==> config.mk <==
export PLATFORM = sky130hd
export DESIGN_NAME = bezier_de_casteljau_eval
export DESIGN_NICKNAME = d
export VERILOG_FILES = /design/src/hw/rtl/bdc_pkg.sv /design/src/hw/rtl/bezier_de_casteljau_eval.sv
export SDC_FILE = /design/constraint.sdc
export NUM_CORES = 2
export LEC_CHECK = 0
export ABC_CLOCK_PERIOD_IN_PS = 10900
export BUFFER_PORTS_ARGS = -buffer_cell sky130_fd_sc_hd__buf_2
export CAP_MARGIN = 15
export CORE_ASPECT_RATIO = 1.5
export CORE_MARGIN = 2
export CORE_UTILIZATION = 50
export CTS_BUF_LIST = sky130_fd_sc_hd__clkbuf_8 sky130_fd_sc_hd__clkbuf_16
export DETAILED_ROUTE_END_ITERATION = 16
export PLACE_DENSITY = 0.69
export SLEW_MARGIN = 20
export SYNTH_ARGS = -nofsm -noshare
export SYNTH_HDL_FRONTEND = slang
export SYNTH_SLANG_ARGS = --single-unit
==> constraint.sdc <==
create_clock -name clk -period 10.9 [get_ports clk]
set_clock_uncertainty 0.2 [all_clocks]
set_input_delay 0 -clock clk [delete_from_list [all_inputs] [get_ports clk]]
set_output_delay 0 -clock clk [all_outputs]
set_load 0.005 [all_outputs]
==> src/hw/rtl/bdc_pkg.sv <==
`timescale 1ns / 1ps
// bdc_pkg: shared types and constants for the bezier de casteljau evaluator
// no dependencies

package bdc_pkg;

  localparam int COORD_W = 16;
  localparam int CNT_W = 4;
  localparam int CFG_ADDR_W = 3;
  localparam int CFG_DATA_W = 32;

  localparam logic [CNT_W-1:0] POINT_COUNT_RST = CNT_W'(4);
  localparam logic [CFG_ADDR_W-1:0] ADDR_POINT_COUNT = CFG_ADDR_W'(0);

  localparam logic ACT_LOAD = 1'b0;
  localparam logic ACT_EVAL = 1'b1;

  typedef struct packed {
    logic [COORD_W-1:0] y;
    logic [COORD_W-1:0] x;
  } point_t;

  typedef enum logic {
    ST_IDLE,
    ST_RUN
  } state_t;

endpackage

==> src/hw/rtl/bezier_de_casteljau_eval.sv <==
`timescale 1ns / 1ps
// bezier_de_casteljau_eval: bezier curve point by de casteljau reduction
// one shared lerp unit (x and y lanes) stepped by a small sequencer; uses bdc_pkg
//
//   channel  direction  handshake                 payload
//   in       sink       in_valid / in_stall       action, point_index, point_x/y, param_t
//   out      source     out_valid / out_stall     curve_x, curve_y
//   cfg      apb slave  psel/penable/pwrite/pready point_count at byte address 0
//
// a load beat gives no result and leaves the sequencer idle
// an evaluate beat holds in_stall while the single lerp unit walks level by level, one
// lerp step at a time; the next beat can be taken in the cycle after the last step
// the last step waits while the output register still holds an untaken result
// rst_n is synchronous; it clears state and out_valid and sets point_count to 4, not the stores or sequencer registers

module bezier_de_casteljau_eval #(
  parameter int MAX_POINTS  = 8,
  parameter int T_FRAC_BITS = 16
) (
  input  logic                                   clk,
  input  logic                                   rst_n,

  input  logic                                   in_valid,
  output logic                                   in_stall,
  input  logic                                   in_action,
  input  logic [$clog2(MAX_POINTS)-1:0]          in_point_index,
  input  logic [bdc_pkg::COORD_W-1:0]            in_point_x,
  input  logic [bdc_pkg::COORD_W-1:0]            in_point_y,
  input  logic [T_FRAC_BITS:0]                   in_param_t,

  output logic                                   out_valid,
  input  logic                                   out_stall,
  output logic [bdc_pkg::COORD_W-1:0]            out_curve_x,
  output logic [bdc_pkg::COORD_W-1:0]            out_curve_y,

  input  logic                                   psel,
  input  logic                                   penable,
  input  logic                                   pwrite,
  input  logic [bdc_pkg::CFG_ADDR_W-1:0]         paddr,
  input  logic [bdc_pkg::CFG_DATA_W-1:0]         pwdata,
  output logic [bdc_pkg::CFG_DATA_W-1:0]         prdata,
  output logic                                   pready
);
  import bdc_pkg::*;

  localparam int IW = $clog2(MAX_POINTS);
  localparam int NW = $clog2(MAX_POINTS + 1);
  localparam int TW = T_FRAC_BITS + 1;
  localparam int PW = COORD_W + 1 + TW + 1;
  localparam int AW = PW + 1;
  localparam logic [TW-1:0] T_ONE = TW'(1) << T_FRAC_BITS;

  function automatic logic [COORD_W-1:0] lerp_coord(
    input logic [COORD_W-1:0] a,
    input logic [COORD_W-1:0] b,
    input logic [TW-1:0]      t
  );
    logic signed [COORD_W:0] diff;
    logic signed [PW-1:0]    prod;
    logic signed [AW-1:0]    acc;
    diff = $signed({1'b0, b}) - $signed({1'b0, a});
    prod = PW'(diff) * PW'($signed({1'b0, t}));
    // a * one + one / 2 + (b - a) * t
    acc  = AW'($signed({1'b0, a, 1'b1, {(T_FRAC_BITS-1){1'b0}}})) + AW'(prod);
    return acc[T_FRAC_BITS +: COORD_W];
  endfunction

  state_t              state_r, state_nxt;
  logic [CNT_W-1:0]    point_count_r, point_count_nxt;
  logic [TW-1:0]       t_r, t_nxt;
  logic [NW-1:0]       lvl_r, lvl_nxt;
  logic [IW-1:0]       j_r, j_nxt;
  logic                first_lvl_r, first_lvl_nxt;
  point_t              cur_r, cur_nxt;
  point_t              head_r, head_nxt;
  logic                out_valid_r, out_valid_nxt;
  point_t              out_pt_r, out_pt_nxt;

  point_t              store_r [MAX_POINTS];
  point_t              work_r  [MAX_POINTS];

  logic                in_take;
  logic                cfg_wr;
  logic                out_free;
  logic [IW-1:0]       j1;
  point_t              src;
  point_t              res;
  logic                level_end;
  logic                last_step;
  logic                step_go;
  logic [NW-1:0]       n_sat;
  logic                store_we;
  logic                work_we;

  assign in_stall  = (state_r != ST_IDLE);
  assign in_take   = in_valid && !in_stall;
  assign out_free  = !out_valid_r || !out_stall;
  assign cfg_wr    = psel && penable && pwrite && pready;
  assign pready    = 1'b1;
  assign prdata    = (paddr == ADDR_POINT_COUNT) ? CFG_DATA_W'(point_count_r) : '0;

  assign out_valid   = out_valid_r;
  assign out_curve_x = out_pt_r.x;
  assign out_curve_y = out_pt_r.y;

  // shared lerp unit
  assign j1        = j_r + IW'(1);
  assign src       = first_lvl_r ? store_r[j1] : work_r[j1];
  assign res.x     = lerp_coord(cur_r.x, src.x, t_r);
  assign res.y     = lerp_coord(cur_r.y, src.y, t_r);
  assign level_end = (32'(j_r) + 2 == 32'(lvl_r));
  assign last_step = level_end && (32'(lvl_r) == 2);
  assign step_go   = (state_r == ST_RUN) && (!last_step || out_free);

  assign store_we  = in_take && (in_action == ACT_LOAD)
                     && (32'(in_point_index) < MAX_POINTS);
  assign work_we   = step_go;

  always_comb begin
    if (point_count_r < CNT_W'(2)) begin
      n_sat = NW'(2);
    end else if (32'(point_count_r) > MAX_POINTS) begin
      n_sat = NW'(MAX_POINTS);
    end else begin
      n_sat = NW'(point_count_r);
    end
  end

  // next state
  always_comb begin
    state_nxt = state_r;
    unique case (state_r)
      ST_IDLE: begin
        if (in_take && (in_action == ACT_EVAL)) begin
          state_nxt = ST_RUN;
        end
      end
      ST_RUN: begin
        if (step_go && last_step) begin
          state_nxt = ST_IDLE;
        end
      end
      default: state_nxt = ST_IDLE;
    endcase
  end

  // sequencer and datapath
  always_comb begin
    point_count_nxt = point_count_r;
    t_nxt           = t_r;
    lvl_nxt         = lvl_r;
    j_nxt           = j_r;
    first_lvl_nxt   = first_lvl_r;
    cur_nxt         = cur_r;
    head_nxt        = head_r;
    out_valid_nxt   = out_valid_r;
    out_pt_nxt      = out_pt_r;

    if (cfg_wr && (paddr == ADDR_POINT_COUNT)) begin
      point_count_nxt = pwdata[CNT_W-1:0];
    end

    if (out_valid_r && !out_stall) begin
      out_valid_nxt = 1'b0;
    end

    if (in_take && (in_action == ACT_EVAL)) begin
      t_nxt         = (in_param_t > T_ONE) ? T_ONE : in_param_t;
      lvl_nxt       = n_sat;
      j_nxt         = '0;
      first_lvl_nxt = 1'b1;
      cur_nxt       = store_r[0];
    end

    if (step_go) begin
      if (j_r == '0) begin
        head_nxt = res;
      end
      if (!level_end) begin
        cur_nxt = src;
        j_nxt   = j1;
      end else begin
        cur_nxt       = (j_r == '0) ? res : head_r;
        j_nxt         = '0;
        lvl_nxt       = lvl_r - NW'(1);
        first_lvl_nxt = 1'b0;
      end
      if (last_step) begin
        out_valid_nxt = 1'b1;
        out_pt_nxt    = res;
      end
    end
  end

  always_ff @(posedge clk) begin
    if (!rst_n) begin
      state_r       <= ST_IDLE;
      point_count_r <= POINT_COUNT_RST;
      out_valid_r   <= 1'b0;
    end else begin
      state_r       <= state_nxt;
      point_count_r <= point_count_nxt;
      out_valid_r   <= out_valid_nxt;
    end
  end

  always_ff @(posedge clk) begin
    t_r         <= t_nxt;
    lvl_r       <= lvl_nxt;
    j_r         <= j_nxt;
    first_lvl_r <= first_lvl_nxt;
    cur_r       <= cur_nxt;
    head_r      <= head_nxt;
    out_pt_r    <= out_pt_nxt;
  end

  // control point store and work points
  always_ff @(posedge clk) begin
    if (store_we) begin
      store_r[in_point_index] <= '{y: in_point_y, x: in_point_x};
    end
    if (work_we) begin
      work_r[j_r] <= res;
    end
  end

endmodule

==> After elaboration in Yosys (flattened, before gate mapping) <==
Memories as Yosys holds them, arrays and structs flattened.
Index checks and enable logic that the tools add are counted.
{ "word_totals": {"inputBits": 95, "out_inout_bits": 67, "ff_bits": 127, "word_cells": 78, "mem_count": 2, "ram_bits": 512} }
{ "classes": {"n_reduce_logical": 20, "multipliers": 2, "mux": 27, "eq_ne": 2, "n_addsub": 7, "magnitude_cmp": 3, "bitwise_logic": 2} }
{ "memory_table": {"columns": ["name", "words", "width", "rd", "rd_clocked_by_memory_dff", "write_ports", "line", "rtl"], "rows": [
  ["store_r", 8, 32, 2, 0, 1, "bezier_de_casteljau_eval.sv:79", "point_t store_r [MAX_POINTS];"],
  ["work_r", 8, 32, 1, 0, 1, "bezier_de_casteljau_eval.sv:80", "point_t work_r [MAX_POINTS];"]
]} }
{ "op_table": {"columns": ["op", "count"], "rows": [
  ["$mux W32", 5],
  ["$add A32 B32 Y32", 2],
  ["$mul A17 B18 Y32", 2],
  ["$sub A16 B16 Y17", 2],
  ["$mux W4", 6],
  ["$gt A17 B17 Y1 const B", 1],
  ["$mux W1", 12],
  ["$logic_and A1 B1 Y1", 10],
  ["$mux W3", 3],
  ["$logic_not A3 Y1", 2],
  ["$add A3 B2 Y4 const B", 1],
  ["$eq A4 B2 Y1 const B", 1],
  ["$eq A4 B4 Y1", 1],
  ["$gt A4 B4 Y1 const B", 1],
  ["$logic_not A1 Y1", 4],
  ["$lt A4 B2 Y1 const B", 1],
  ["$sub A4 B1 Y4 const B", 1],
  ["$add A3 B1 Y3 const B", 1],
  ["$logic_or A1 B1 Y1", 2],
  ["$not A1 Y1", 2],
  ["$pmux W1 S2", 1],
  ["$reduce_and A2 Y1", 1],
  ["$reduce_bool A2 Y1", 1]
]} }

==> Longest topological paths before layout <==
{ "depth": {"ltp_word": 9, "depth_mapped": 44, "ltp_nobuf": 37} }

==> Worst setup path before layout <==
OpenSTA, ideal clock, no wires.
{ "synth_timing": {"path_type": "reg2reg", "startpoint": "register j_r[0]", "endpoint": "register out_pt_r (netlist bit out_curve_x[15]), data pin", "setup_slack_ps": 36, "arrival_time_ps": 10384, "setup_time_ps": 280, "n_path_buf": 7, "period_less_slack_ps": 10864, "required_time_ps": 10420, "path_stages_with_launch": 41, "path_cell_list": "edfxtp_1 -> buf_2 -> buf_2 -> buf_1 -> inv_1 -> ha_1 -> clkbuf_1 -> buf_1 -> mux4_2 -> mux4_2 -> ha_1 -> o21ai_0 -> a21oi_1 -> o31ai_1 -> a21boi_0 -> o21a_1 -> o21ai_0 -> nand2_1 -> [... 5 more ...] -> fa_1 -> fa_1 -> fa_1 -> fa_1 -> inv_1 -> fa_1 -> inv_1 -> ha_1 -> clkbuf_1 -> o2111a_1 -> nor2b_1 -> a211oi_1 -> o21ai_0 -> or3_1 -> a31oi_1 -> xnor3_1 -> xnor2_1 -> inv_1"} }
{ "synth_rtl": {"columns": ["element", "line", "rtl"], "rows": [
  ["from (decl)", "bezier_de_casteljau_eval.sv:72", "logic [IW-1:0] j_r, j_nxt;"],
  ["from (signal assigned)", "bezier_de_casteljau_eval.sv:210", "j_r <= j_nxt;"],
  ["to (signal assigned)", "bezier_de_casteljau_eval.sv:214", "out_pt_r <= out_pt_nxt;"],
  ["to (decl)", "bezier_de_casteljau_eval.sv:77", "point_t out_pt_r, out_pt_nxt;"]
]} }

==> flow_summary.json <==
{
  "grt_pass1_vias": 30900,
  "route.detailed.drc": 0,
  "final_util": 0.566,
  "slew_violations": 0,
  "setup-violations-final": 0,
  "htreeDepth": 2,
  "layout_min_cycle_time_ns": 10.52,
  "wire_per_inst_um": 22.0,
  "die_area_sq_um": 94200,
  "setup_ws_ns": 0.380,
  "whs_ns": 0.0190,
  "endpoint_kind": "register",
  "status": "completed",
  "fin_tns_setup_ns": 0,
  "avgViaCountPerCell": 5.58,
  "met3_usage": 0.0267,
  "syn_to_final_growth_pct": 12.6,
  "synth_seq_cells": 639,
  "cp-start-kind": "register",
  "grtUsageTotal": 0.244,
  "ys_types": 71,
  "ys_warn_count": 0,
  "critPathMostFrequentCell": "fa_1",
  "syn_avg_cell_area_sq_um": 12.6,
  "hp-class": "primary input to register",
  "use_met1": 0.286,
  "syn_area_sq_um": 45900,
  "grt.busiest_layer": "met2",
  "start_util": 0.503,
  "clk_latency_ns": 0.65,
  "relSlewSlack": 0.289,
  "grt_max_degree": 45,
  "drv_cap": 0,
  "core_area_sq_um": 91200,
  "vias": 28500,
  "io_pins": 162,
  "synth_ff_type": "edfxtp_1",
  "clock_path_buffers": 3,
  "dr.pass1.iters": 5,
  "clkSinkCount": 639,
  "antenna_found_initial": 3,
  "fillers": 7390,
  "numPortBuffers": 104,
  "gp_congestion": 0.852,
  "critPathKind": "register to register",
  "grt_pass1_wl_um": 175000,
  "drive_above_1_share": 0.150,
  "fmax_mhz": 95.1,
  "wl_um": 112000,
  "grt_util_met2": 0.456,
  "arrival_ns": 10.68,
  "fin_crit_sh": 0.965,
  "critPathMaxStageDelay_ns": 0.59,
  "rows": 136,
  "finalHoldViolations": 0,
  "overflow": 0,
  "cpMaxStageDelayCell": "mux4_2",
  "dieWidth_um": 251,
  "synthArstFlopShare": 0,
  "die_height_um": 375,
  "multiInputGateArea_sq_um": 23700,
  "ant_nets": 0,
  "cts_buffers": 57,
  "required_ns": 11.07,
  "pre_cts_slack_ns": 0.0787,
  "postSynthCellCount": 3626,
  "worst-path-max-fanout": 22,
  "nets": 4746,
  "cts_root_buffer": "clkbuf_16",
  "dpl.hpwl_um": 78300,
  "drt-initial-drc-count": 2172,
  "seq_area_frac_synth": 0.416,
  "worst_pin_slew_ns": 1.06,
  "cts_tree": "done",
  "synth_edf_count": 628,
  "clkTransAtPathRegs_ns": 0.07,
  "ff_latch_area_sq_um": 19100
}
## registers in the layout, summed over array words and instances (netlist names)
register	flops
first_lvl_r	1
out_curve_y	16
head_r	32
t_r	17
out_curve_x	16
j_r	3
work_r	256
in_stall	1
lvl_r	4
out_valid	1
store_r	256
cur_r	32
point_count_r	4
## routing by layer
layer | vias up | part of all wire
met5 | - | 0
met1 | 14800 | 0.36
met3 | 270 | 0.055
met2 | 967 | 0.54
met4 | 0 | 0.041
li1 | 12500 | -
## critical path: cells and delay by family, from the launching register on
family / cells / cell delay (ns)
xor+xnor: 2 / 0.42
mux: 2 / 1.14
simple gates: 3 / 1.04
buf+inv: 7 / 1.00
compound gates: 12 / 2.46
fa+ha+maj: 8 / 3.52
flops: 1 / 0.39
## timing repair
item / 4_1_cts / 5_1_grt
setup endpoints to repair: 0 / 200
endpoints found under the hold margin: 347 / 0
gates resized for setup: 0 / 22
hold buffers: 93 / 0
buffers inserted: 0 / 7
## synthesized netlist by cell type (all sizes together), types with 16 or more instances
| cell | number | area share |
|---|---|---|
| xor2 | 24 | 0.0046 |
| buf | 49 | 0.0066 |
| inv | 706 | 0.058 |
| xnor2 | 47 | 0.0090 |
| fa | 480 | 0.21 |
| nor2b | 83 | 0.011 |
| and3 | 24 | 0.0033 |
| clkbuf | 131 | 0.011 |
| o21ai | 52 | 0.0057 |
| nor3 | 16 | 0.0017 |
| nand3 | 24 | 0.0026 |
| nor2 | 58 | 0.0047 |
| a21oi | 53 | 0.0059 |
| ha | 278 | 0.076 |
| and2 | 158 | 0.022 |
| mux4 | 160 | 0.079 |
| or2 | 17 | 0.0023 |
| edfxtp | 628 | 0.41 |
| nand2 | 421 | 0.034 |
| a21o | 29 | 0.0047 |
## cells by family (layout without fill, tap and decap cells)
logic type               Yosys count  in the layout  synth area share
other                              2             32          0.000164
buffers and inverters            886           1174            0.0751
adder cells (fa/ha/maj)          758            758             0.285
flip-flops                       639            639             0.416
AO/OA/AOI/OAI                    251            251            0.0389
multiplexers                     174            174            0.0819
AND/OR/NAND/NOR                  843            843            0.0881
XOR/XNOR                          73             73            0.0146
## area by class of cell
cell class                 count  area share
multi-input combinational   2128       0.459
sequential                   639       0.369
timing repair buffer         360      0.0548
inverter                     706      0.0514
tap                         1173      0.0284
clock buffer                  58      0.0281
clock inverter                49     0.00904
antenna                        3    0.000145
timing repair inverter         1   0.0000969
## final timing paths
| check | from | end | slack, ns | depth (start not counted) |
|---|---|---|---|---|
| worst max-delay path | j_r[0] | work_r[1][15] | 0.38 | 34 |
| worst min-delay path | in_point_x[2] | store_r[4][2] | 0.02 | 2 |
| worst max register to register | j_r[0] | work_r[1][15] | 0.38 | 34 |
| worst min register to register | point_count_r[0] | lvl_r[0] | 0.34 | 2 |
## per-stage QoR
step	cell area, sq um	std cells
floorplan	46000	3653
CTS	51400	5104
detailed placement	48600	4904
finish	51700	5117
global placement	48600	4904
global route	51700	5117
## layout by cell type (no fill, tap or decap), types with 9 or more instances in the layout
cell,n
nor2_1,50
xnor2_1,41
xor2_1,20
conb_1,29
a221o_1,13
inv_1,715
nor3_1,13
clkinv_1,13
edfxtp_1,628
mux2_2,9
and2_1,158
dlygate4sd3_1,93
o21ai_0,46
clkbuf_16,60
ha_1,277
a32o_1,10
fa_1,480
nand2b_1,14
a211oi_1,12
a21o_1,29
mux4_2,160
a21oi_1,51
buf_2,104
nand2_1,420
and3_1,16
buf_4,148
nand3_1,24
or2_2,17
nor2b_1,81
dfxtp_1,10
Power is left out: the tool's default activity adds up to more than one toggle a clock period on the data nets, which glitch-free logic cannot reach.
